[src/sv/assert_macros.svh]
// ----------------------------------------------------------------------------
// Assertion macros
// Concurrent checks for simulation; they expand to nothing in synthesis.
// ----------------------------------------------------------------------------
`ifndef ASSERT_MACROS_SVH
`define ASSERT_MACROS_SVH

`ifndef SYNTHESIS

// Check that a property holds at every clock edge outside reset.
`define OTSU_ASSERT(label, clk, rst, prop, msg) \
   label: assert property (@(posedge clk) disable iff (rst) prop) else $error(msg);

// Check that a condition never holds outside reset.
`define OTSU_ASSERT_NEVER(label, clk, rst, expr, msg) \
   label: assert property (@(posedge clk) disable iff (rst) !(expr)) else $error(msg);

`else

`define OTSU_ASSERT(label, clk, rst, prop, msg)
`define OTSU_ASSERT_NEVER(label, clk, rst, expr, msg)

`endif

`endif

[src/sv/otsu_pkg.sv]
// ----------------------------------------------------------------------------
// otsu_pkg
// Shared widths, codes, state encoding and interface structs of the core.
// ----------------------------------------------------------------------------
package otsu_pkg;

   localparam int PIXEL_BITS = 16;
   localparam int BIN_BITS   = 8;
   localparam int HIST_BINS  = 256;
   localparam int CNT_BITS   = 23;
   localparam int SUM_BITS   = 30;
   localparam int PROD_BITS  = 52;
   localparam int Q_BITS     = 44;
   localparam int MUL_A_BITS = 2 * PROD_BITS;
   localparam int MUL_B_BITS = PROD_BITS;
   localparam int MUL_P_BITS = MUL_A_BITS + MUL_B_BITS;
   localparam int DIV_N_BITS = PIXEL_BITS + BIN_BITS;

   localparam logic [BIN_BITS-1:0]   BIN_LAST   = BIN_BITS'(HIST_BINS - 1);
   localparam logic [CNT_BITS-1:0]   MAX_PIXELS = CNT_BITS'(4194304);
   localparam logic [PIXEL_BITS-1:0] PIX_ONES   = '1;

   localparam logic CMD_SCAN = 1'b0;
   localparam logic CMD_HIST = 1'b1;

   typedef enum logic [4:0] {
      BK_IDLE,
      BK_BIN,
      BK_DIV,
      BK_READ,
      BK_UPDATE,
      BK_LAST,
      BK_SUM_RD,
      BK_SUM_ACC,
      BK_SCAN_RD,
      BK_SCAN_ACC,
      BK_PROD,
      BK_DIFF,
      BK_SQ,
      BK_CMP,
      BK_THR,
      BK_THR_EST,
      BK_THR_FIX,
      BK_OUT
   } back_state_type;

   typedef struct packed {
      logic [PIXEL_BITS-1:0] pixel;
      logic                  last;
   } hist_item_type;

   typedef struct packed {
      logic [PIXEL_BITS-1:0] min_val;
      logic [PIXEL_BITS-1:0] max_val;
   } bounds_type;

   typedef struct packed {
      logic busy;
      logic clear;
   } back_status_type;

endpackage

[src/sv/otsu_fifo.sv]
// ----------------------------------------------------------------------------
// otsu_fifo
// Two-entry queue of histogram requests between front and back.
// ----------------------------------------------------------------------------
module otsu_fifo
   import otsu_pkg::*;
(
   input  logic          clock,
   input  logic          reset,
   input  logic          push,
   input  hist_item_type push_item,
   input  logic          pop,
   output hist_item_type head_item,
   output logic          full,
   output logic          empty
);

   hist_item_type entry_ff [2];
   hist_item_type entry_in [2];
   logic       wr_ptr_ff, wr_ptr_in;
   logic       rd_ptr_ff, rd_ptr_in;
   logic [1:0] count_ff, count_in;

   always_comb begin
      entry_in  = entry_ff;
      wr_ptr_in = wr_ptr_ff;
      rd_ptr_in = rd_ptr_ff;
      count_in  = count_ff;
      if (push) begin
         entry_in[wr_ptr_ff] = push_item;
         wr_ptr_in = ~wr_ptr_ff;
      end
      if (pop) begin
         rd_ptr_in = ~rd_ptr_ff;
      end
      if (push && !pop) begin
         count_in = count_ff + 2'd1;
      end else if (pop && !push) begin
         count_in = count_ff - 2'd1;
      end
   end

   always_ff @(posedge clock) begin
      entry_ff <= entry_in;
      if (reset) begin
         wr_ptr_ff <= 1'b0;
         rd_ptr_ff <= 1'b0;
         count_ff  <= 2'd0;
      end else begin
         wr_ptr_ff <= wr_ptr_in;
         rd_ptr_ff <= rd_ptr_in;
         count_ff  <= count_in;
      end
   end

   assign head_item = entry_ff[rd_ptr_ff];
   assign full      = count_ff[1];
   assign empty     = (count_ff == 2'd0);

endmodule

[config.mk]
export PLATFORM = sky130hd
export DESIGN_NAME = otsu_fifo
export DESIGN_NICKNAME = d
export VERILOG_FILES = /design/src/sv/assert_macros.svh /design/src/sv/otsu_pkg.sv /design/src/sv/otsu_fifo.sv
export SDC_FILE = /design/constraint.sdc
export NUM_CORES = 1
export LEC_CHECK = 0
export BUFFER_PORTS_ARGS = -buffer_cell sky130_fd_sc_hd__clkbuf_2
export CORE_UTILIZATION = 50
export CTS_BUF_LIST = sky130_fd_sc_hd__clkbuf_16
export DETAILED_ROUTE_END_ITERATION = 8
export PLACE_DENSITY = 0.77
export SLEW_MARGIN = 40
export SYNTH_ARGS = -nofsm -noshare
export SYNTH_HDL_FRONTEND = slang
export SYNTH_SLANG_ARGS = --single-unit
export TNS_END_PERCENT = 100
[constraint.sdc]
create_clock -name clock -period 1.9 [get_ports clock]
set_input_delay 0.475 -clock clock [delete_from_list [all_inputs] [get_ports clock]]
set_output_delay 0.475 -clock clock [all_outputs]
set_load 0.005 [all_outputs]
Yosys cells after proc, flatten, opt, wreduce, memory -nomap -nowiden
Cells that the tools add are included.
{ "totals": {"mem_bits_ro": 0, "mem_bits_rw": 0, "memories": 0, "reg_bits": 38, "word_cells": 31, "latch_bits": 0} }
{ "classes": {"bitwise_logic": 4, "n_shift": 0, "n_reduce_logical": 7, "eq_ne": 0, "n_mul": 0, "n_lt_le_gt_ge": 3, "div_mod_pow": 0, "mux": 8, "add_sub_neg": 2} }
{ "op_table": {"columns": ["operator", "count"], "rows": [
  ["$mux W17", 4],
  ["$bwmux W34", 1],
  ["$demux W17 S1", 1],
  ["$ge A2 B2 Y1 const B", 2],
  ["$mux W2", 2],
  ["$not A1 Y2", 2],
  ["$logic_and A1 B1 Y1", 3],
  ["$add A2 B1 Y2 const B", 1],
  ["$logic_not A1 Y1", 2],
  ["$logic_not A2 Y1", 1],
  ["$lt A2 B1 Y1 const B", 1],
  ["$not A1 Y1", 2],
  ["$reduce_bool A2 Y1", 1],
  ["$sub A2 B1 Y2 const B", 1]
]} }

Depth between registers and ports, before layout
{ "logic_depth": {"depth_word": 6, "depth_mapped": 5, "depth_no_buf": 5} }

Least setup slack after synthesis
No wires, ideal clock.
{ "synth_timing": {"kind": "input -> register", "start": "input port push", "end": "register entry_ff[17] (netlist bit) (enable)", "required_time_ps": 1508, "cell_stages": 1, "slack_ps": 226, "setup_ps": 392, "arrival_ps": 1282, "cell_sequence": "nor2b_1"} }
{ "synth_lines": {"columns": ["item", "line_no", "source"], "rows": [
  ["from (decl)", "otsu_fifo.sv:10", "input logic push,"],
  ["to (signal assigned)", "otsu_fifo.sv:44", "entry_ff <= entry_in;"],
  ["to (decl)", "otsu_fifo.sv:18", "hist_item_type entry_ff [2];"]
]} }
No word-level cell between the ends.

==> results.yml <==
clock_tree:
  ctsHtreeMaxLevel: 2
  cts.sinks: 38
  cts_buffer_depth: 2
  cts_made_buffers: 5
  clkLatencyLatePin_ns: 0.27
  clkTransAtPathRegs_ns: 0.05
  cts_setup_buffers: 0
  cts_resized: 0
  hold_buffers: 0
  cts-root-buf: "clkbuf_16"
  tritoncts: "built"
power_and_ir_drop:
  peakVddDrop_mv: 0.997
  p_leak_nw: 0.726
  power.density_nw_per_um2: 1080
layout:
  drive_gt1_frac: 0.549
  fin_area_sq_um: 1800
  n_antenna_cell: 0
  syn2layout_area_growth_pct: 28.1
  nNetsFinal: 144
  final_cells: 152
  fin_util: 0.700
die:
  rows: 18
  die_h_um: 55.0
  core_region_area_sq_um: 2570
  dieArea_sq_um: 3020
  die_x_um: 55.0
  start_util: 0.547
  io_pins: 40
grt:
  grt_pass1_vias: 714
  antenna_found_initial: 0
  grt_max_degree: 11
  grt_pass1_wl_um: 3330
  track_usage: 0.179
  overflow: 0
route:
  ant_nets: 0
  wl_per_cell_um: 15.5
  viasPerCell: 5.12
  drt-initial-drc-count: 15
  dr_total_vias: 778
  routed_wl_um: 2360
  drcViolationCount: 0
  firstDrtPassIters: 4
placement:
  port_buffers: 39
  numPlacedInstances: 145
  placed_cell_area_sq_um: 1670
  dp_hpwl_um: 1680
  place_congestion: 0.568
worst_setup_path:
  slowest_stage: "mux2_2"
  crit_family: "multiplexers"
  worstPathCellList: "buf_4 -> mux2_2 -> clkbuf_2"
  max_stage_delay_ns: 0.35
  r2r_cells: 2
  criticalPathCategory: "register to primary output"
  arrival_ns: 1.28
  path_buf_inv: 2
  cp-start-kind: "register"
  cp_max_fo: 10
  end_kind: "primary output"
  cp.depth: 3
  cp_data_required_time_ns: 1.42
logic_synthesis:
  synth_nets: 94
  synth_area_sq_um: 1400
  synth.top_cell.area_share: 0.727
  async_flop_share: 0
  ys_ff_latch: 38
  avgSynthCellArea_sq_um: 19.5
  ys_top_cells_by_count: "34 x edfxtp_1, 17 x mux2_2, 4 x dfxtp_1, 4 x nor2_1"
  synth_cell_type_count: 15
  synth-edff-count: 34
  ys_warn_count: 0
  syn-instance-count: 72
  synthFlopType: "edfxtp_1"
  synth_area_leader_cell: "edfxtp_1"
  yosysSeqAreaShare: 0.784
  yosysMostFrequentCell: "edfxtp_1"
  synth_area_leaders: "edfxtp_1 73%, mux2_2 14%, dfxtp_1 5.7%, xnor2_1 1.2%, xor2_1 1.2%"
timing:
  slew_headroom: 0.880
  report.final.slew_viol_count: 0
  rsz0062_at_grt: "false"
  max_freq_mhz: 569
  tightest_slew_ns: 0.178
  finalSetupTns_ns: 0
  period_share: 0.925
  clock_skew_ns: 0.00203
  finalSetupViolations: 0
  period_needed_ns: 1.76
  final_hold_viol_count: 0
hold_path:
  holdPathStages: 1
  hold_path.class: "input pin to register"
status:
  status: "complete, no violations"
job:
  maxCapViolCount: 0
[report_power, final]
group | total (W) | internal (W) | switching (W)
clock | 0.000737 | 0.000467 | 0.000269
sequential | 0.000992 | 0.000973 | 0.0000192
combinational | 0.000212 | 0.000113 | 0.0000988
[layer usage]
| metal | track usage | vias to the layer above | share of wire |
|---|---|---|---|
| met3 | 0.0820 | 2 | 0.060 |
| met2 | 0.281 | 26 | 0.55 |
| met1 | 0.202 | 379 | 0.38 |
| met5 | 0 | - | 0 |
| met4 | 0.100 | 0 | 0.011 |
| li1 | - | 371 | - |
[per-stage QoR]
| step | total power [W] | hold slack [ns] | setup slack [ns] |
|---|---|---|---|
| 4_1_cts | 0.00196 | 0.385 | 0.135 |
| 2_1_floorplan | 0.00111 | 0.481 | 0.226 |
| 6_report | 0.00194 | 0.393 | 0.143 |
| 5_1_grt | 0.00202 | 0.382 | 0.0933 |
| 3_3_place_gp | 0.00121 | 0.482 | 0.454 |
| 3_5_place_dp | 0.00122 | 0.534 | 0.377 |
[flip-flops by register name, summed over array words and instances (netlist names)]
signal and cells:
count_ff 2, entry_ff 34, rd_ptr_ff 1, wr_ptr_ff 1
[cell families after synthesis]
logic type / Yosys count / share of synthesized area
and+or+nand+nor: 7 / 0.0241
xor gates and xnor gates: 4 / 0.0250
muxes: 17 / 0.136
AOI/OAI and AO/OA: 2 / 0.00712
DFF: 38 / 0.784
buffers and inverters: 3 / 0.0143
adders and majority gates: 1 / 0.00891
[worst paths after layout]
path	slack (ns)	to	from
worst max-delay path	0.14	head_item[9]	rd_ptr_ff$_SDFFE_PP0P_
worst min register to register	0.54	count_ff[1]$_SDFFE_PP0P_	count_ff[1]$_SDFFE_PP0P_
worst min-delay path	0.39	entry_ff[15]$_DFFE_PP_	push_item[15]
worst max register to register	0.85	entry_ff[10]$_DFFE_PP_	wr_ptr_ff$_SDFFE_PP0P_
[area by class of cell]
type	instances	area (sq um)
Tap cell	30	37.5
Clock inverter	2	7.51
Clock buffer	5	125
Inverter	1	3.75
Sequential cell	38	1100
Multi-Input combinational cell	31	283
Timing Repair Buffer	45	240
Fill cell	192	769
[layout by cell type, fill, tap and decap left out]
cell	n
xnor2_1	2
clkbuf_16	5
xor2_1	2
nor2b_1	1
nor2_1	4
and2_1	1
buf_4	6
dfxtp_1	4
edfxtp_1	34
clkbuf_2	39
o21ai_0	1
inv_1	3
or3_1	1
mux2_2	17
ha_1	1
a21oi_1	1
[worst register-to-register path, cell delays in order, from the launching register on]
cell and delay [ns]:
dfxtp_1 0.36, and2_1 0.19, buf_4 0.21
(Power assumes the default switching activity.)
