## config.mk

```make
export PLATFORM = sky130hd
export DESIGN_NAME = otsu_front
export DESIGN_NICKNAME = d
export VERILOG_FILES = /design/src/sv/assert_macros.svh /design/src/sv/otsu_pkg.sv /design/src/sv/otsu_front.sv
export SDC_FILE = /design/constraint.sdc
export NUM_CORES = 1
export LEC_CHECK = 0
export ABC_AREA = 1
export BUFFER_PORTS_ARGS = -buffer_cell sky130_fd_sc_hd__buf_2
export CAP_MARGIN = 20
export CORE_ASPECT_RATIO = 2
export CORE_MARGIN = 2
export CORE_UTILIZATION = 45
export CTS_CLUSTER_DIAMETER = 50
export DETAILED_ROUTE_END_ITERATION = 12
export PLACE_DENSITY = 0.71
export SYNTH_ARGS = -nofsm -noshare
export SYNTH_HDL_FRONTEND = slang
export SYNTH_SLANG_ARGS = --single-unit
```

## constraint.sdc

```tcl
create_clock -name clock -period 3 [get_ports clock]
set_input_delay 0.45 -clock clock [delete_from_list [all_inputs] [get_ports clock]]
set_output_delay 0.45 -clock clock [all_outputs]
set_load 0.005 [all_outputs]
```

## src/sv/assert_macros.svh

```systemverilog
// ----------------------------------------------------------------------------
// Assertion macros
// Concurrent checks for simulation; they expand to nothing in synthesis.
// ----------------------------------------------------------------------------
`ifndef ASSERT_MACROS_SVH
`define ASSERT_MACROS_SVH

`ifndef SYNTHESIS

// Check that a property holds at every clock edge outside reset.
`define OTSU_ASSERT(label, clk, rst, prop, msg) \
   label: assert property (@(posedge clk) disable iff (rst) prop) else $error(msg);

// Check that a condition never holds outside reset.
`define OTSU_ASSERT_NEVER(label, clk, rst, expr, msg) \
   label: assert property (@(posedge clk) disable iff (rst) !(expr)) else $error(msg);

`else

`define OTSU_ASSERT(label, clk, rst, prop, msg)
`define OTSU_ASSERT_NEVER(label, clk, rst, expr, msg)

`endif

`endif

```

## src/sv/otsu_pkg.sv

```systemverilog
// ----------------------------------------------------------------------------
// otsu_pkg
// Shared widths, codes, state encoding and interface structs of the core.
// ----------------------------------------------------------------------------
package otsu_pkg;

   localparam int PIXEL_BITS = 16;
   localparam int BIN_BITS   = 8;
   localparam int HIST_BINS  = 256;
   localparam int CNT_BITS   = 23;
   localparam int SUM_BITS   = 30;
   localparam int PROD_BITS  = 52;
   localparam int Q_BITS     = 44;
   localparam int MUL_A_BITS = 2 * PROD_BITS;
   localparam int MUL_B_BITS = PROD_BITS;
   localparam int MUL_P_BITS = MUL_A_BITS + MUL_B_BITS;
   localparam int DIV_N_BITS = PIXEL_BITS + BIN_BITS;

   localparam logic [BIN_BITS-1:0]   BIN_LAST   = BIN_BITS'(HIST_BINS - 1);
   localparam logic [CNT_BITS-1:0]   MAX_PIXELS = CNT_BITS'(4194304);
   localparam logic [PIXEL_BITS-1:0] PIX_ONES   = '1;

   localparam logic CMD_SCAN = 1'b0;
   localparam logic CMD_HIST = 1'b1;

   typedef enum logic [4:0] {
      BK_IDLE,
      BK_BIN,
      BK_DIV,
      BK_READ,
      BK_UPDATE,
      BK_LAST,
      BK_SUM_RD,
      BK_SUM_ACC,
      BK_SCAN_RD,
      BK_SCAN_ACC,
      BK_PROD,
      BK_DIFF,
      BK_SQ,
      BK_CMP,
      BK_THR,
      BK_THR_EST,
      BK_THR_FIX,
      BK_OUT
   } back_state_type;

   typedef struct packed {
      logic [PIXEL_BITS-1:0] pixel;
      logic                  last;
   } hist_item_type;

   typedef struct packed {
      logic [PIXEL_BITS-1:0] min_val;
      logic [PIXEL_BITS-1:0] max_val;
   } bounds_type;

   typedef struct packed {
      logic busy;
      logic clear;
   } back_status_type;

endpackage

```

## src/sv/otsu_front.sv

```systemverilog
// ----------------------------------------------------------------------------
// otsu_front
// Accepts requests, tracks the scan-pass extremes, queues histogram pixels.
// ----------------------------------------------------------------------------
module otsu_front
   import otsu_pkg::*;
(
   input  logic                  clock,
   input  logic                  reset,
   input  logic                  req_valid,
   output logic                  req_stall,
   input  logic                  req_cmd,
   input  logic [PIXEL_BITS-1:0] req_pixel,
   input  logic                  req_last,
   input  logic                  fifo_full,
   input  logic                  fifo_empty,
   input  back_status_type       bk_status,
   output logic                  push,
   output hist_item_type         push_item,
   output bounds_type            bounds
);

   logic [PIXEL_BITS-1:0] min_ff, min_in;
   logic [PIXEL_BITS-1:0] max_ff, max_in;
   logic                  scan_ok;
   logic                  accept;

   // a scan pixel must wait until every earlier histogram pixel is done
   assign scan_ok   = fifo_empty && !bk_status.busy;
   assign req_stall = fifo_full || (req_cmd == CMD_SCAN && !scan_ok);
   assign accept    = req_valid && !req_stall;
   assign push      = accept && (req_cmd == CMD_HIST);
   assign push_item = '{pixel: req_pixel, last: req_last};

   always_comb begin
      min_in = min_ff;
      max_in = max_ff;
      if (bk_status.clear) begin
         min_in = PIX_ONES;
         max_in = '0;
      end else if (accept && req_cmd == CMD_SCAN) begin
         if (req_pixel < min_ff) begin
            min_in = req_pixel;
         end
         if (req_pixel > max_ff) begin
            max_in = req_pixel;
         end
      end
   end

   always_ff @(posedge clock) begin
      if (reset) begin
         min_ff <= PIX_ONES;
         max_ff <= '0;
      end else begin
         min_ff <= min_in;
         max_ff <= max_in;
      end
   end

   assign bounds = '{min_val: min_ff, max_val: max_ff};

endmodule

```

; ---- Yosys cells after proc, flatten, opt, wreduce, memory -nomap -nowiden
; Cells that the tools add are included.
[totals]
reg_bits = 32
output_inout_bits = 51
elab_cells = 17
[op_classes]
order_cmp = 2
n_bitwise = 1
n_reduce_logical = 12
[ops]
columns = op, count
row1 = greater-than comparator 16 bit, 1
row2 = less-than comparator 16 bit, 1
row3 = logical AND 1 bit, 5
row4 = AND reduction 2 bit, 2
row5 = logical NOT 1 bit, 3
row6 = OR reduction 2 bit, 1
row7 = logical OR 1 bit, 1
row8 = NOT 1 bit, 1

; ---- Longest topological paths before layout
[logic_depth]
depth_word = 9
ltp_mapped = 15
ltp_nobuf = 14

; ---- Worst setup path before layout
; No wires, ideal clock.
[synth_path]
path_kind = input to register
startpoint = input port req_pixel[15]
endpoint = register min_ff[10]
setup_time_ns = 0.132
arrival_ns = 1.594
required_ns = 2.868
path_slack_ns = 1.274
cell_stages = 9
n_path_buf = 1
cell_sequence = ha_1 -> a21oi_1 -> o21a_1 -> nand2_1 -> nor2_4 -> nand2_4 -> buf_12 -> nand2_2 -> nand3_2
[synth_via]
elab_chain_len = 2
[synth_lines]
columns = item, line
row1 = "start, declared", otsu_front.sv:13  ; input logic [PIXEL_BITS-1:0] req_pixel,
row2 = less-than comparator 16 bit, otsu_front.sv:42  ; if (req_pixel < min_ff) begin
row3 = AND reduction 2 bit (no line), --
row4 = "end signal, assigned", otsu_front.sv:56  ; min_ff <= min_in;
row5 = "end, declared", otsu_front.sv:23  ; logic [PIXEL_BITS-1:0] min_ff, min_in;
; Every way passes these cells.
; A chain may end at the register's enable or synchronous reset.

; ---- Final worst setup path
[layout_path]
startpoint = register max_ff[15]
endpoint = register max_ff[13]
[layout_via]
elab_chain_len = 2
[layout_lines]
columns = item, line
row1 = "start, declared", otsu_front.sv:24  ; logic [PIXEL_BITS-1:0] max_ff, max_in;
row2 = "start signal, assigned", otsu_front.sv:57  ; max_ff <= max_in;
row3 = greater-than comparator 16 bit, otsu_front.sv:45  ; if (req_pixel > max_ff) begin
row4 = AND reduction 2 bit (no line), --
; Every way passes these cells.

==> out/metrics.yaml <==
fmax_mhz: 496.2
grt_pass1_wl_um: 9142
via_count: 2240
routedWlPerCell_um: 12.40
placeableCoreArea_um2: 5373
gp_congestion: 0.8322
cts_setup_buffers: 0
maxCapViolations: 0
r2r_start: "max_ff[15]"
slowest_delay_ps: 500
cp_num_buf_inv: 2
period_minus_slack_ps: 2015
worst_pin_slew_ps: 669.7
fin_crit_sh: 0.6718
synth_warnings: 0
io_buffers: 73
worstPathMaxFanout: 32
crit_path_end_kind: "flop"
drt_iter0_markers: 47
synth-main-ff-cell: "dfxtp_1"
yosysSeqAreaShare: 0.2577
vdd_ir_drop_max_v: 0.0002257
clock_latency_ps: 290
syn_area_um2: 2486
setup_viol: 0
antennaDiodeCount: 0
layout.nets: 447
drive_gt1_frac: 0.3325
track_usage: 0.1864
clock_sinks: 32
hold_path_depth: 3
maxSlewHeadroom: 0.5520
grt_pass1_vias: 2088
cts_buffer_depth: 2
yosysMostFrequentCell: "nand2_1"
min_path_type: "in -> reg"
min_to: "min_ff[0]"
clkTransAtPathRegs_ps: 60
yosysTopAreaCell: "dfxtp_1"
timing.final.ws_setup_ps: 984.7
cellLeakagePower_nw: 1.526
timing.critical_path.mode_cell: "nand2_1"
maxSlewViolCount: 0
r2r_slack_ps: 980
cts_made_buffers: 5
rsz0062_at_grt: "false"
async_flop_share: 0
hp-start: "req_pixel[0]"
viasPerCell: 4.967
antenna_found_initial: 0
start_util: 0.4627
ant_nets: 0
dp_hpwl_um: 4291
powerDensity_nw_per_um2: 335.0
tritoncts: "yes"
drc: 0
synthTopCellsByArea: "dfxtp_1 (26%), ha_1 (16%), nand2_1 (8.3%)"
synth_top_area_share: 0.2577
yosys-top-cells-count: "nand2_1 (55), inv_1 (54), dfxtp_1 (32)"
cts-root-buf: "clkbuf_8"
overflow: 0
syn_inst: 336
rows: 38
netlist-cell-type-count: 28
cts_hold_buf: 0
start_kind: "flop"
die_height_um: 109.1
cp_slowest_cell: "nand2_2"
r2r-end: "max_ff[13]"
area_growth_pct: 13.64
tns_ps: 0
cp_top_family: "simple AND/OR/NAND/NOR gates"
dieArea_um2: 6172
wl_um: 5594
first_pass_iters: 4
dp_slack_ps: 795.4
h-tree-depth: 2
ff2ff_path_depth: 11
worst_ep_required_time_ps: 3180
hold_viol_final: 0
crit_type: "reg -> reg"
cts-resized-gates: 0
grt_max_degree: 33
ioPinCount: 76
crit_arrival_ps: 2190
die_width_um: 56.56
synth_fp_nets: 392
outcome: "finished, final reports clean"
synth_edf_count: 0
yosys_register_bits: 32
path_cells: "inv_1 -> ha_1 -> nand2_1 -> nor2_1 -> nand2_1 -> clkinv_1 -> nand2_1 -> nand2_2 -> nand3_1 -> nand2_1 -> nor2_1"
synth.avg_cell_area_um2: 7.399
skew_ps: 6.723
-- area by class of cell --
type / instances / area (um^2)
fillers: 533 / 2547
clock buffers: 7 / 96.34
multi-input cells: 217 / 1400
well taps: 60 / 75.07
flip-flops and latches: 32 / 640.6
inverters: 58 / 217.7
repair buffers: 77 / 395.4
-- worst max path at each step --
stage | startpoint | endpoint | slack, ps | cells past startpoint
floorplan | req_pixel[15] | min_ff[10] | 1270 | 9
global placement | req_pixel[7] | max_ff[13] | 860 | 11
detailed placement | req_pixel[15] | max_ff[13] | 800 | 11
CTS | max_ff[15] | max_ff[13] | 990 | 11
global route | max_ff[5] | max_ff[14] | 760 | 10
finish | max_ff[15] | max_ff[13] | 980 | 11
-- through the flow --
| stage | cells | area, um^2 | utilization | hold slack (ps) | power [mW] |
|---|---|---|---|---|---|
| final | 451 | 2825 | 0.5259 | 455.3 | 0.9464 |
| after global placement | 444 | 2729 | 0.5079 | 469.7 | 0.5873 |
| after floorplan | 336 | 2486 | - | 474.3 | 0.5505 |
| after detailed placement | 444 | 2729 | 0.5079 | 480.4 | 0.5919 |
| after CTS | 451 | 2825 | 0.5259 | 455.0 | 0.9600 |
| after global routing | 451 | 2825 | 0.5259 | 489.4 | 0.9902 |
-- cells in the final DEF, fill, tap and decap left out, drive strengths merged --
| master | Yosys | layout |
|---|---|---|
| nor4 | 1 | 1 |
| o21a | 1 | 1 |
| o21ai | 3 | 3 |
| a21o | 1 | 1 |
| inv | 57 | 57 |
| ha | 31 | 31 |
| clkinv | 1 | 1 |
| buf | 26 | 77 |
| a21oi | 28 | 28 |
| clkbuf | 2 | 7 |
| nand2 | 70 | 70 |
| nor2 | 29 | 29 |
| nor3 | 1 | 1 |
| dfxtp | 32 | 32 |
| nand3 | 50 | 50 |
| nand4 | 2 | 2 |
-- worst register-to-register path: stages (launching register included) --
cell,delay [ps]
dfxtp_1,340
inv_1,50
ha_1,290
nand2_1,60
nor2_1,150
nand2_1,110
clkinv_1,60
nand2_1,60
nand2_2,500
nand3_1,150
nand2_1,100
nor2_1,40
-- state kept, by name (all words and copies together) (netlist names) --
name	flops
min_ff	16
max_ff	16
-- kinds of logic (layout without fill, tap and decap cells) --
kind of cell / count (synthesis) / after routing / share of synthesized area
compound gates: 33 / 33 / 0.06844
fa+ha+maj: 31 / 31 / 0.1560
buf+inv: 87 / 142 / 0.1802
flops: 32 / 32 / 0.2577
simple gates: 153 / 153 / 0.3377
-- where the power goes --
part | internal (mW) | total (mW) | switching, mW
Clock | 0.204 | 0.366 | 0.161
Combinational | 0.0570 | 0.150 | 0.0932
Sequential | 0.428 | 0.431 | 0.00268
Total | 0.689 | 0.946 | 0.257
-- routing by layer --
metal,vias up,GRT usage,wire [um]
li1,1160,-,-
met1,1019,0.2047,2311
met2,48,0.3405,2874
met3,13,0.02372,207
met4,0,0.09694,201
met5,-,0,0
No activity file was read; power rests on OpenSTA's default activity.
